--- src/rtl/fpdf_pkg.sv ---
// ----------------------------------------------------------------------------
// fpdf_pkg: shared definitions for the fixed-point decimal formatter
// Field widths, ASCII codes and divide-by-ten reciprocal constants.
// ----------------------------------------------------------------------------
package fpdf_pkg;

	localparam int VALUE_W          = 32;
	localparam int DEC_W            = 4;
	localparam int CHAR_W           = 8;
	localparam int DIGIT_BUFFER_DEF = 12;
	localparam int MAX_DECIMALS     = 10;

	localparam logic [CHAR_W-1:0] CH_ZERO  = 8'h30;
	localparam logic [CHAR_W-1:0] CH_NINE  = 8'h39;
	localparam logic [CHAR_W-1:0] CH_POINT = 8'h2E;
	localparam logic [CHAR_W-1:0] CH_MINUS = 8'h2D;
	localparam logic [CHAR_W-1:0] CH_SPACE = 8'h20;

	localparam logic [VALUE_W-1:0] MAG_MAX = 32'h7FFF_FFFF;

	// q = (a * RECIP) >> RECIP_SHIFT equals a / 10 for every 32-bit a
	localparam logic [VALUE_W-1:0] RECIP       = 32'hCCCC_CCCD;
	localparam int                 RECIP_SHIFT = 35;

endpackage

--- src/rtl/fpdf_in_if.sv ---
// ----------------------------------------------------------------------------
// fpdf_in_if: number request channel
// Carries one signed value and its count of decimal places.
// ----------------------------------------------------------------------------
interface fpdf_in_if;
	logic                                valid;
	logic                                ready;
	logic signed [fpdf_pkg::VALUE_W-1:0] value;
	logic        [fpdf_pkg::DEC_W-1:0]   decimals;

	modport source(output valid, output value, output decimals, input ready);
	modport sink(input valid, input value, input decimals, output ready);
endinterface

--- src/rtl/fpdf_out_if.sv ---
// ----------------------------------------------------------------------------
// fpdf_out_if: character request channel
// Carries one ASCII character and an end-of-number flag.
// ----------------------------------------------------------------------------
interface fpdf_out_if;
	logic                         valid;
	logic                         ready;
	logic [fpdf_pkg::CHAR_W-1:0]  char_out;
	logic                         last;

	modport source(output valid, output char_out, output last, input ready);
	modport sink(input valid, input char_out, input last, output ready);
endinterface

--- src/rtl/fixed_point_decimal_formatter_top.sv ---
// ----------------------------------------------------------------------------
// fixed_point_decimal_formatter_top: signed fixed-point to ASCII formatter
//
// number (sink): one request holds a signed 32-bit value and a count of
// decimal places (saturated to ten). chars (source): the text of the
// number, one character per request: a sign (space or minus), then the
// decimal digits most significant first with a point before the last
// "decimals" digits, zero padded to at least one integer digit (two
// digits when decimals is zero). last marks the final character.
// The most negative input prints as -2147483647.
//
// One number at a time: after a request is taken, number.ready stays low
// while one shared divide-by-ten unit peels off digits (registered
// multiply, then remainder), with a separate step for the point, then the
// sign is sent, then the remaining characters one per cycle while chars
// does not stall. Longest case: decimals ten with a ten-digit value (13
// characters). A stall on chars holds the character register and the
// sequencer; the final character may still wait while a new number is
// taken. Reset clears the sequencer and the output valid flag.
// ----------------------------------------------------------------------------
module fixed_point_decimal_formatter_top #(
	parameter int DIGIT_BUFFER = fpdf_pkg::DIGIT_BUFFER_DEF
) (
	input  logic       clk,
	input  logic       arst_n,
	fpdf_in_if.sink    number,
	fpdf_out_if.source chars
);

	localparam int NW = $clog2(DIGIT_BUFFER + 1);
	localparam int IW = $clog2(DIGIT_BUFFER);
	localparam int DEC_LIM_I = (fpdf_pkg::MAX_DECIMALS < DIGIT_BUFFER - 2) ?
		fpdf_pkg::MAX_DECIMALS : DIGIT_BUFFER - 2;
	localparam logic [fpdf_pkg::DEC_W-1:0] DEC_LIM = fpdf_pkg::DEC_W'(DEC_LIM_I);

	localparam logic [2:0] S_IDLE = 3'd0;
	localparam logic [2:0] S_MUL  = 3'd1;
	localparam logic [2:0] S_DIG  = 3'd2;
	localparam logic [2:0] S_PNT  = 3'd3;
	localparam logic [2:0] S_SIGN = 3'd4;
	localparam logic [2:0] S_EMIT = 3'd5;

	logic [2:0]                         state_q;
	logic                               neg_q;
	logic [fpdf_pkg::VALUE_W-1:0]       mag_q;
	logic [fpdf_pkg::DEC_W-1:0]         dec_q;
	logic [NW-1:0]                      n_q;
	logic [fpdf_pkg::CHAR_W-1:0]        buf_q [DIGIT_BUFFER];
	logic                               oval_q;
	logic [fpdf_pkg::CHAR_W-1:0]        ochar_q;
	logic                               olast_q;

	logic [fpdf_pkg::VALUE_W-1:0]       q;
	logic [3:0]                         r;
	logic [NW-1:0]                      n_inc;
	logic [NW-1:0]                      n_dec;
	logic [NW-1:0]                      dec_ext;
	logic [NW-1:0]                      dec_p2;
	logic [fpdf_pkg::VALUE_W-1:0]       cont_mag;
	logic                               cont;
	logic                               put_pnt;
	logic                               out_free;
	logic                               in_acc;
	logic [fpdf_pkg::VALUE_W-1:0]       raw;
	logic [fpdf_pkg::VALUE_W-1:0]       neg_mag;

	fpdf_div10 u_div10 (
		.clk (clk),
		.ld  (state_q == S_MUL),
		.a   (mag_q),
		.q   (q),
		.r   (r)
	);

	assign number.ready = (state_q == S_IDLE);
	assign in_acc       = number.valid && number.ready;
	assign raw          = fpdf_pkg::VALUE_W'(number.value);
	assign neg_mag      = (raw == ~fpdf_pkg::MAG_MAX) ? fpdf_pkg::MAG_MAX : (~raw + 1'b1);

	assign n_inc    = n_q + NW'(1);
	assign n_dec    = n_q - NW'(1);
	assign dec_ext  = NW'(dec_q);
	assign dec_p2   = dec_ext + NW'(2);
	assign cont_mag = (state_q == S_DIG) ? q : mag_q;
	assign cont     = ((cont_mag != '0) || (n_inc < dec_p2)) && (n_inc < NW'(DIGIT_BUFFER));
	assign put_pnt  = (n_inc == dec_ext) && (n_inc < NW'(DIGIT_BUFFER));
	assign out_free = !oval_q || chars.ready;

	always_ff @(posedge clk or negedge arst_n) begin
		if (!arst_n) begin
			state_q <= S_IDLE;
			oval_q  <= 1'b0;
		end else begin
			if ((state_q == S_SIGN || state_q == S_EMIT) && out_free)
				oval_q <= 1'b1;
			else if (chars.ready)
				oval_q <= 1'b0;
			case (state_q)
				S_IDLE: begin
					if (in_acc)
						state_q <= S_MUL;
				end
				S_MUL: begin
					state_q <= S_DIG;
				end
				S_DIG: begin
					if (put_pnt)
						state_q <= S_PNT;
					else if (cont)
						state_q <= S_MUL;
					else
						state_q <= S_SIGN;
				end
				S_PNT: begin
					state_q <= cont ? S_MUL : S_SIGN;
				end
				S_SIGN: begin
					if (out_free)
						state_q <= S_EMIT;
				end
				S_EMIT: begin
					if (out_free && n_q == NW'(1))
						state_q <= S_IDLE;
				end
				default: begin
					state_q <= S_IDLE;
				end
			endcase
		end
	end

	always_ff @(posedge clk) begin
		case (state_q)
			S_IDLE: begin
				if (in_acc) begin
					neg_q <= raw[fpdf_pkg::VALUE_W-1];
					mag_q <= raw[fpdf_pkg::VALUE_W-1] ? neg_mag : raw;
					dec_q <= (number.decimals > DEC_LIM) ? DEC_LIM : number.decimals;
					n_q   <= '0;
				end
			end
			S_DIG: begin
				buf_q[n_q[IW-1:0]] <= fpdf_pkg::CH_ZERO + fpdf_pkg::CHAR_W'(r);
				mag_q              <= q;
				n_q                <= n_inc;
			end
			S_PNT: begin
				buf_q[n_q[IW-1:0]] <= fpdf_pkg::CH_POINT;
				n_q                <= n_inc;
			end
			S_SIGN: begin
				if (out_free) begin
					ochar_q <= neg_q ? fpdf_pkg::CH_MINUS : fpdf_pkg::CH_SPACE;
					olast_q <= 1'b0;
				end
			end
			S_EMIT: begin
				if (out_free) begin
					ochar_q <= buf_q[n_dec[IW-1:0]];
					olast_q <= (n_q == NW'(1));
					n_q     <= n_dec;
				end
			end
			default: begin
			end
		endcase
	end

	assign chars.valid    = oval_q;
	assign chars.char_out = ochar_q;
	assign chars.last     = olast_q;

endmodule

--- src/rtl/fpdf_div10.sv ---
// ----------------------------------------------------------------------------
// fpdf_div10: shared divide-by-ten unit
// Registered reciprocal multiply; quotient and remainder are combinational from the registered product.
// ----------------------------------------------------------------------------
module fpdf_div10 (
	input  logic                          clk,
	input  logic                          ld,
	input  logic [fpdf_pkg::VALUE_W-1:0]  a,
	output logic [fpdf_pkg::VALUE_W-1:0]  q,
	output logic [3:0]                    r
);

	localparam int PW = 2 * fpdf_pkg::VALUE_W;

	logic [PW-1:0]                 prod_s1;
	logic [fpdf_pkg::VALUE_W-1:0]  a_s1;
	logic [fpdf_pkg::VALUE_W-1:0]  q10;
	logic [fpdf_pkg::VALUE_W-1:0]  rem;

	always_ff @(posedge clk) begin
		if (ld) begin
			prod_s1 <= PW'(a) * PW'(fpdf_pkg::RECIP);
			a_s1    <= a;
		end
	end

	assign q   = fpdf_pkg::VALUE_W'(prod_s1[PW-1:fpdf_pkg::RECIP_SHIFT]);
	assign q10 = (q << 3) + (q << 1);
	assign rem = a_s1 - q10;
	assign r   = rem[3:0];

endmodule

--- src/flat_wrapper.sv ---
// flat-port wrapper written by rule: the top's interface ports become plain ports
module fixed_point_decimal_formatter_top_flat 
#(
	parameter int DIGIT_BUFFER = fpdf_pkg::DIGIT_BUFFER_DEF
)
  (clk, arst_n, number_valid, number_value, number_decimals, number_ready, chars_valid, chars_char_out, chars_last, chars_ready);
  fpdf_in_if number_i ();
  fpdf_out_if chars_i ();
  input  logic clk;
  input  logic arst_n;
  input wire logic [$bits(number_i.valid)-1:0] number_valid;
  input wire logic [$bits(number_i.value)-1:0] number_value;
  input wire logic [$bits(number_i.decimals)-1:0] number_decimals;
  output wire logic [$bits(number_i.ready)-1:0] number_ready;
  output wire logic [$bits(chars_i.valid)-1:0] chars_valid;
  output wire logic [$bits(chars_i.char_out)-1:0] chars_char_out;
  output wire logic [$bits(chars_i.last)-1:0] chars_last;
  input wire logic [$bits(chars_i.ready)-1:0] chars_ready;
  assign number_i.valid = number_valid;
  assign number_i.value = number_value;
  assign number_i.decimals = number_decimals;
  assign number_ready = number_i.ready;
  assign chars_valid = chars_i.valid;
  assign chars_char_out = chars_i.char_out;
  assign chars_last = chars_i.last;
  assign chars_i.ready = chars_ready;
  fixed_point_decimal_formatter_top #(.DIGIT_BUFFER(DIGIT_BUFFER)) u_core (.clk(clk), .arst_n(arst_n), .number(number_i), .chars(chars_i));
endmodule
--- config.mk ---
export PLATFORM = sky130hd
export DESIGN_NAME = fixed_point_decimal_formatter_top_flat
export DESIGN_NICKNAME = d
export VERILOG_FILES = /design/src/rtl/fpdf_pkg.sv /design/src/rtl/fpdf_in_if.sv /design/src/rtl/fpdf_out_if.sv /design/src/rtl/fixed_point_decimal_formatter_top.sv /design/src/rtl/fpdf_div10.sv /design/src/flat_wrapper.sv
export SDC_FILE = /design/constraint.sdc
export NUM_CORES = 1
export LEC_CHECK = 0
export BUFFER_PORTS_ARGS = -buffer_cell sky130_fd_sc_hd__buf_2
export CORE_UTILIZATION = 46
export CTS_CLUSTER_SIZE = 24
export DETAILED_ROUTE_END_ITERATION = 7
export SLEW_MARGIN = 15
export SYNTH_ARGS = -nofsm -noshare
export SYNTH_HDL_FRONTEND = slang
export SYNTH_SLANG_ARGS = --single-unit
--- constraint.sdc ---
create_clock -name clk -period 21.5 [get_ports clk]
set_input_delay 2.15 -clock clk [delete_from_list [all_inputs] [get_ports clk]]
set_output_delay 2.15 -clock clk [all_outputs]
set_load 0.05 [all_outputs]
==> results.py, run 1 <==
metrics = {
    "run_status": {
        "status": "finished, final reports clean",
    },
    "clock_network": {
        "holdBufCountCts": 0,
        "cts_root_buffer": "clkbuf_16",
        "cts_tree": "built",
        "numCtsBuffers": 17,
        "clk_latency_ps": 460,
        "cts.path.max_buffers": 2,
        "numClockSinks": 144,
        "clk_pin_slew_ps": 70,
        "cts_resized": 0,
        "h-tree-depth": 4,
        "postCtsSetupRepairBufs": 0,
    },
    "synth": {
        "synth_top_area_share_pct": 32.9,
        "synth_async_sr_flop_share_pct": 2.78,
        "synthCells": 2210,
        "syn_avg_cell_area_um2": 10.6,
        "yosys-top-cells-area": "fa_1 33%, ha_1 19%, edfxtp_1 18%",
        "ys_seq_area_share_pct": 18.3,
        "synth_edf_count": 140,
        "synth_top_cell_by_area": "fa_1",
        "netlist_area_um2": 23500,
        "synth.lib_cells_used.distinct": 70,
        "yosysWarnings": 0,
        "ys_ff_latch": 144,
        "ys.flop_type": "edfxtp_1",
    },
    "critical_path": {
        "arrival_ps": 8670,
        "cp.required_ps": 21680,
        "crit_path_end_kind": "flip-flop",
        "start_kind": "flip-flop",
        "worstSetupPathType": "flip-flop to flip-flop",
        "crit_fanout": 9,
    },
    "finish": {
        "nFillCells": 4665,
        "drive_gt1_share_pct": 5.80,
        "multi_input_area_um2": 16900,
        "area_delta_synth_final_pct": 6.78,
        "nNetsFinal": 3035,
        "antenna_cells": 0,
        "stdcell_area_um2": 25100,
        "regArea_um2": 4300,
    },
    "floorplan": {
        "die_w_um": 228,
        "design.die.area_um2": 52000,
        "start_util_pct": 46.8,
        "rows": 82,
        "die_y_um": 228,
        "pin_count": 51,
        "core-area_um2": 50300,
    },
    "route": {
        "firstDrtPassIters": 5,
        "vias": 15800,
        "antenna_left": 0,
        "wl_per_cell_um": 22.9,
        "drt_wl_total_um": 67200,
        "first_iter_violations": 886,
        "drc": 0,
        "vias_per_cell": 5.38,
    },
    "sta": {
        "slew_headroom_pct": 34.0,
        "finClkSkew_ps": 25.0,
        "hold_viol": 0,
        "tightest_slew_ps": 990,
        "drv_slew": 0,
        "max_freq_mhz": 118,
        "rsz0062_at_grt": "no",
        "period_share_pct": 39.5,
        "finalSetupViolations": 0,
        "setup-tns-final_ps": 0,
        "fin_crit_ps": 8490,
    },
    "grt": {
        "grt_overflow_total": 0,
        "grt_max_degree": 44,
        "antenna_found_initial": 1,
        "grt_pass1_wl_um": 102000,
        "grt_pass1_vias": 16700,
        "track_usage_pct": 26.5,
    },
    "placed_design": {
        "post_dp_cell_area_um2": 24500,
        "portBuffers": 47,
        "dp.final_hpwl_um": 59000,
        "gp_congestion": 0.961,
    },
    "min_path": {
        "hold_class": "flip-flop to flip-flop",
    },
    "flow_run": {
        "cap_violations": 0,
    },
}
[kinds of logic (layout without fill, tap and decap cells)]
logic type | Yosys count | in the layout | synth area share, %
AOI/OAI and AO/OA | 257 | 257 | 6.91
xor gates and xnor gates | 110 | 110 | 4.10
adders and majority gates | 748 | 748 | 52.1
buffers and inverters | 621 | 670 | 9.98
DFF | 144 | 144 | 18.3
muxes | 24 | 24 | 1.84
other | 2 | 3 | 0.0320
and+or+nand+nor | 304 | 304 | 6.69
[cell usage in the layout (no fill, tap or decap), types with 5 or more instances in the layout]
master / netlist / layout
ha_1: 362 / 362
clkbuf_16: 0 / 17
and2_1: 20 / 20
and3_1: 10 / 10
nand2b_1: 7 / 7
o31ai_1: 9 / 9
buf_4: 3 / 6
o21a_1: 5 / 5
edfxtp_1: 140 / 140
or3_1: 6 / 6
xor2_1: 69 / 69
inv_1: 585 / 585
nand3_1: 24 / 24
nor4_1: 19 / 19
o21ai_0: 55 / 55
nor2b_1: 12 / 12
mux2i_1: 6 / 6
fa_1: 386 / 386
a211oi_1: 7 / 7
a21o_1: 40 / 40
a21oi_1: 75 / 75
clkinv_8: 0 / 6
xnor2_1: 41 / 41
nand2_1: 75 / 75
nor3b_1: 5 / 5
or2_2: 5 / 5
nor2_1: 67 / 67
nor3_1: 21 / 20
o22ai_1: 6 / 6
buf_2: 2 / 47
mux4_2: 15 / 15
a31oi_1: 18 / 18
o21bai_1: 8 / 8
nand4_1: 16 / 16
[per-stage QoR]
step / instances / hold slack, ps / utilization [%] / worst slack [ps]
floorplan: 2211 / 522 / - / 14770
global placement: 2900 / 538 / 48.7 / 13090
detailed placement: 2900 / 562 / 48.7 / 13120
CTS: 2932 / 577 / 49.9 / 13090
global route: 2932 / 646 / 49.9 / 12740
finish: 2932 / 573 / 49.9 / 13010
[flip-flops by register name, indices dropped and copies added, names as in the netlist]
name	count
u_core.neg_q	1
u_core.chars.last	1
u_core.dec_ext	4
u_core.n_q	4
u_core.mag_q	32
u_core.state_q	3
u_core.u_div10.a_s1	2
u_core.buf_q	60
u_core.u_div10.prod_s1	31
u_core.chars.char_out	5
u_core.chars.valid	1
[Yosys cell counts, types with 9 or more instances]
library cell	count
inv_1	585
and3_1	10
xor2_1	69
a31oi_1	18
xnor2_1	41
nand2_1	75
mux4_2	15
nand3_1	24
nor2_1	67
and2_1	20
o21ai_0	55
o31ai_1	9
fa_1	386
a21o_1	40
nand4_1	16
ha_1	362
clkbuf_1	30
nor4_1	19
nor3_1	21
edfxtp_1	140
nor2b_1	12
a21oi_1	75
[per-layer routing]
| metal | routed length, um | GRT usage (%) | vias to the layer above |
|---|---|---|---|
| met1 | 28700 | 35.0 | 8110 |
| met4 | 3000 | 10.9 | 0 |
| met5 | 0 | 0 | - |
| met3 | 2550 | 2.61 | 94 |
| li1 | - | - | 7175 |
| met2 | 32900 | 44.5 | 398 |
[worst max-delay path, stage by stage (launching register included)]
cell      delay, ps
edfxtp_1        630
ha_1            600
xor2_1          670
a21o_1          310
fa_1            480
fa_1            440
fa_1            650
fa_1            470
fa_1            490
inv_1            50
fa_1            480
inv_1            40
ha_1            380
nand4_2         200
nor4_1          640
nand3b_1        150
a21oi_1         410
nor2_1          200
o311ai_0        580
a31oi_1         190
xnor2_1         160
[final timing paths]
| path | from | endpoint | slack [ps] | cells after the start |
|---|---|---|---|---|
| max in group asynchronous | arst_n | u_core.state_q[1]$_DFFE_PN0P_ | 19880 | 1 |
| worst max-delay path | u_core.mag_q[2]$_DFFE_PP_ | u_core.u_div10.prod_s1[51]$_DFFE_PP_ | 13010 | 20 |
| worst min register to register | u_core.chars.valid$_DFFE_PN0P_ | u_core.chars.valid$_DFFE_PN0P_ | 570 | 2 |
| min in group asynchronous | arst_n | u_core.chars.valid$_DFFE_PN0P_ | 1500 | 1 |
| worst max register to register | u_core.mag_q[2]$_DFFE_PP_ | u_core.u_div10.prod_s1[51]$_DFFE_PP_ | 13010 | 20 |
| worst min-delay path | u_core.chars.valid$_DFFE_PN0P_ | u_core.chars.valid$_DFFE_PN0P_ | 570 | 2 |
[area by class of cell]
class,instances,area share [%]
tap,672,3.35
inverter,585,8.75
multi-input combinational,1446,67.2
clock buffer,17,1.70
clock inverter,15,0.743
timing repair buffer,53,1.12
sequential,144,17.1
Power of run 1 is left out: the tool's default activity adds up to more than one toggle a clock period on the data nets, which glitch-free logic cannot reach.
==> run 2: changes to the inputs <==
==> constraint.sdc (replaced) <==
create_clock -name clk -period 7.44 [get_ports clk]
set_input_delay 0.744 -clock clk [delete_from_list [all_inputs] [get_ports clk]]
set_output_delay 0.744 -clock clk [all_outputs]
set_load 0.05 [all_outputs]
==> run 2 against run 1 <==
Effect of this change:
- routed wire length rose by 2.9%
- sequential share of layout area fell by 0.89 points
- setup slack got worse by 13000 ps
- first-iteration DRC count rose by 16%
- critical path depth rose by 3
- critical path type unchanged
- critical endpoint is now u_core.u_div10.prod_s1[60]$_DFFE_PP_
- largest cell class unchanged
- highest routed layer unchanged
==> results.py, run 2 (synthesis results as in run 1) <==
metrics = {
    "finish": {
        "area_delta_synth_final_pct": 12.7,
        "antenna_cells": 0,
        "stdcell_area_um2": 26500,
        "nFillCells": 4582,
        "drive_gt1_share_pct": 13.1,
        "final_common_cell": "inv_1",
        "largest_register_ffs": 60,
        "nNetsFinal": 3192,
        "layout_common_cells": "585 x inv_1, 386 x fa_1, 346 x ha_1, 163 x buf_4, 140 x edfxtp_1",
    },
    "critical_path": {
        "rr_startpoint": "u_core.mag_q[7]$_DFFE_PP_",
        "timing.rr.end": "u_core.u_div10.prod_s1[60]$_DFFE_PP_",
        "start_kind": "flip-flop",
        "crit_fanout": 8,
        "crit_path_end_kind": "flip-flop",
        "cp.required_ps": 7620,
        "arrival_ps": 7440,
        "worstSetupPathType": "flip-flop to flip-flop",
        "r2r_slack_ps": 180,
        "r2r_cells": 23,
    },
    "placed_design": {
        "portBuffers": 47,
        "post_dp_cell_area_um2": 25500,
        "dp.final_hpwl_um": 60600,
        "gp_congestion": 1.01,
    },
    "route": {
        "first_iter_violations": 1031,
        "drc": 0,
        "drt_wl_total_um": 69100,
        "firstDrtPassIters": 5,
        "vias_per_cell": 5.33,
        "vias": 16500,
        "wl_per_cell_um": 22.4,
        "antenna_left": 0,
    },
    "sta": {
        "max_freq_mhz": 138,
        "fin_crit_ps": 7260,
        "holdWs_ps": 92.1,
        "slew_headroom_pct": 24.6,
        "drv_slew": 0,
        "tightest_slew_ps": 1120,
        "finClkSkew_ps": 14.6,
        "rsz0062_at_grt": "yes",
        "finalSetupViolations": 0,
        "period_share_pct": 97.6,
        "hold_viol": 0,
    },
    "run_status": {
        "status": "finished, final reports clean",
    },
    "clock_network": {
        "clk_pin_slew_ps": 80,
        "holdBufCountCts": 0,
        "cts_tree": "built",
        "clk_latency_ps": 440,
        "h-tree-depth": 4,
        "cts.path.max_buffers": 2,
        "numCtsBuffers": 17,
        "cts_root_buffer": "clkbuf_16",
        "numClockSinks": 144,
    },
    "floorplan": {
        "die_y_um": 228,
        "rows": 82,
        "design.die.area_um2": 52000,
        "core-area_um2": 50300,
        "die_w_um": 228,
        "start_util_pct": 46.8,
        "pin_count": 51,
    },
    "grt": {
        "grt_overflow_total": 0,
        "antenna_found_initial": 0,
        "grt_pass1_vias": 17700,
        "track_usage_pct": 27.1,
        "grt_max_degree": 44,
        "grt_pass1_wl_um": 105000,
    },
    "min_path": {
        "hold_class": "input pin to async pin",
    },
    "flow_run": {
        "cap_violations": 0,
    },
}
-- run 2: changes by cell type in the layout (fill, tap and decap cells not counted), moves of 2 or more --
cell / previous run / this run
nor4_1: 19 / 17
ha_2: 0 / 9
a21oi_2: 1 / 3
a211oi_2: 1 / 3
ha_4: 0 / 7
a211oi_1: 7 / 5
buf_4: 6 / 163
nor4_4: 0 / 2
ha_1: 362 / 346
nand3_2: 0 / 3
inv_6: 4 / 0
a21oi_1: 75 / 73
nand3_1: 24 / 21
clkinv_4: 1 / 3
-- run 2: per-layer routing --
| layer | vias to the layer above | global-route usage (%) | routed length (um) |
|---|---|---|---|
| met5 | - | 0 | 0 |
| met4 | 0 | 11.5 | 3170 |
| met3 | 103 | 2.45 | 2850 |
| met2 | 428 | 45.5 | 33600 |
| met1 | 8439 | 36.1 | 29500 |
| li1 | 7496 | - | - |
-- run 2: metrics by stage --
stage	std cells	worst slack, ps	utilization (%)	TNS (ps)
final	3089	181	52.7	0
after detailed placement	3034	-52.4	50.7	-105
after global routing	3089	-54.2	52.7	-146
after CTS	3066	6.32	52.0	0
after global placement	3034	-40.8	50.7	-84.9
after floorplan	2211	714	-	0
-- run 2: area by class of cell --
cell class	count	area, um^2	area share (%)
well taps	672	841	3.18
flip-flops and latches	144	4300	16.3
clock inverters	15	188	0.709
multi-input cells	1446	17100	64.5
inverters	585	2200	8.29
repair buffers	210	1460	5.51
clock buffers	17	425	1.61
-- run 2: worst max path at each step --
stage                                    start                                   end  slack, ps
floorplan           u_core.mag_q[18]$_DFFE_PP_  u_core.u_div10.prod_s1[63]$_DFFE_PP_        710
global placement    u_core.mag_q[12]$_DFFE_PP_  u_core.u_div10.prod_s1[63]$_DFFE_PP_        -40
detailed placement  u_core.mag_q[12]$_DFFE_PP_  u_core.u_div10.prod_s1[63]$_DFFE_PP_        -50
CTS                  u_core.mag_q[7]$_DFFE_PP_  u_core.u_div10.prod_s1[60]$_DFFE_PP_          6
global route        u_core.mag_q[16]$_DFFE_PP_  u_core.u_div10.prod_s1[63]$_DFFE_PP_        -50
finish               u_core.mag_q[7]$_DFFE_PP_  u_core.u_div10.prod_s1[60]$_DFFE_PP_        180
-- run 2: worst max-delay path, cell delays in order (launching register included) --
cell and delay (ps):
edfxtp_1 580, buf_4 250, ha_1 410, xnor2_1 340, xnor2_1 210, ha_1 300
a21o_1 190, ha_1 210, fa_1 470, fa_1 570, fa_1 440, fa_1 450
ha_1 410, a21oi_2 210, nand3_2 200, a211oi_2 310, buf_4 190, o22ai_1 90
buf_4 160, o21ai_0 220, nand2_1 180, and2_1 180, o311ai_1 270, o311ai_1 140
-- run 2: what timing repair did --
action	CTS	global route
buffers inserted	0	23
endpoints found under the setup margin	6	19
resized for setup	4	34
pin swaps	0	4
Power of run 2 is left out for the same reason.
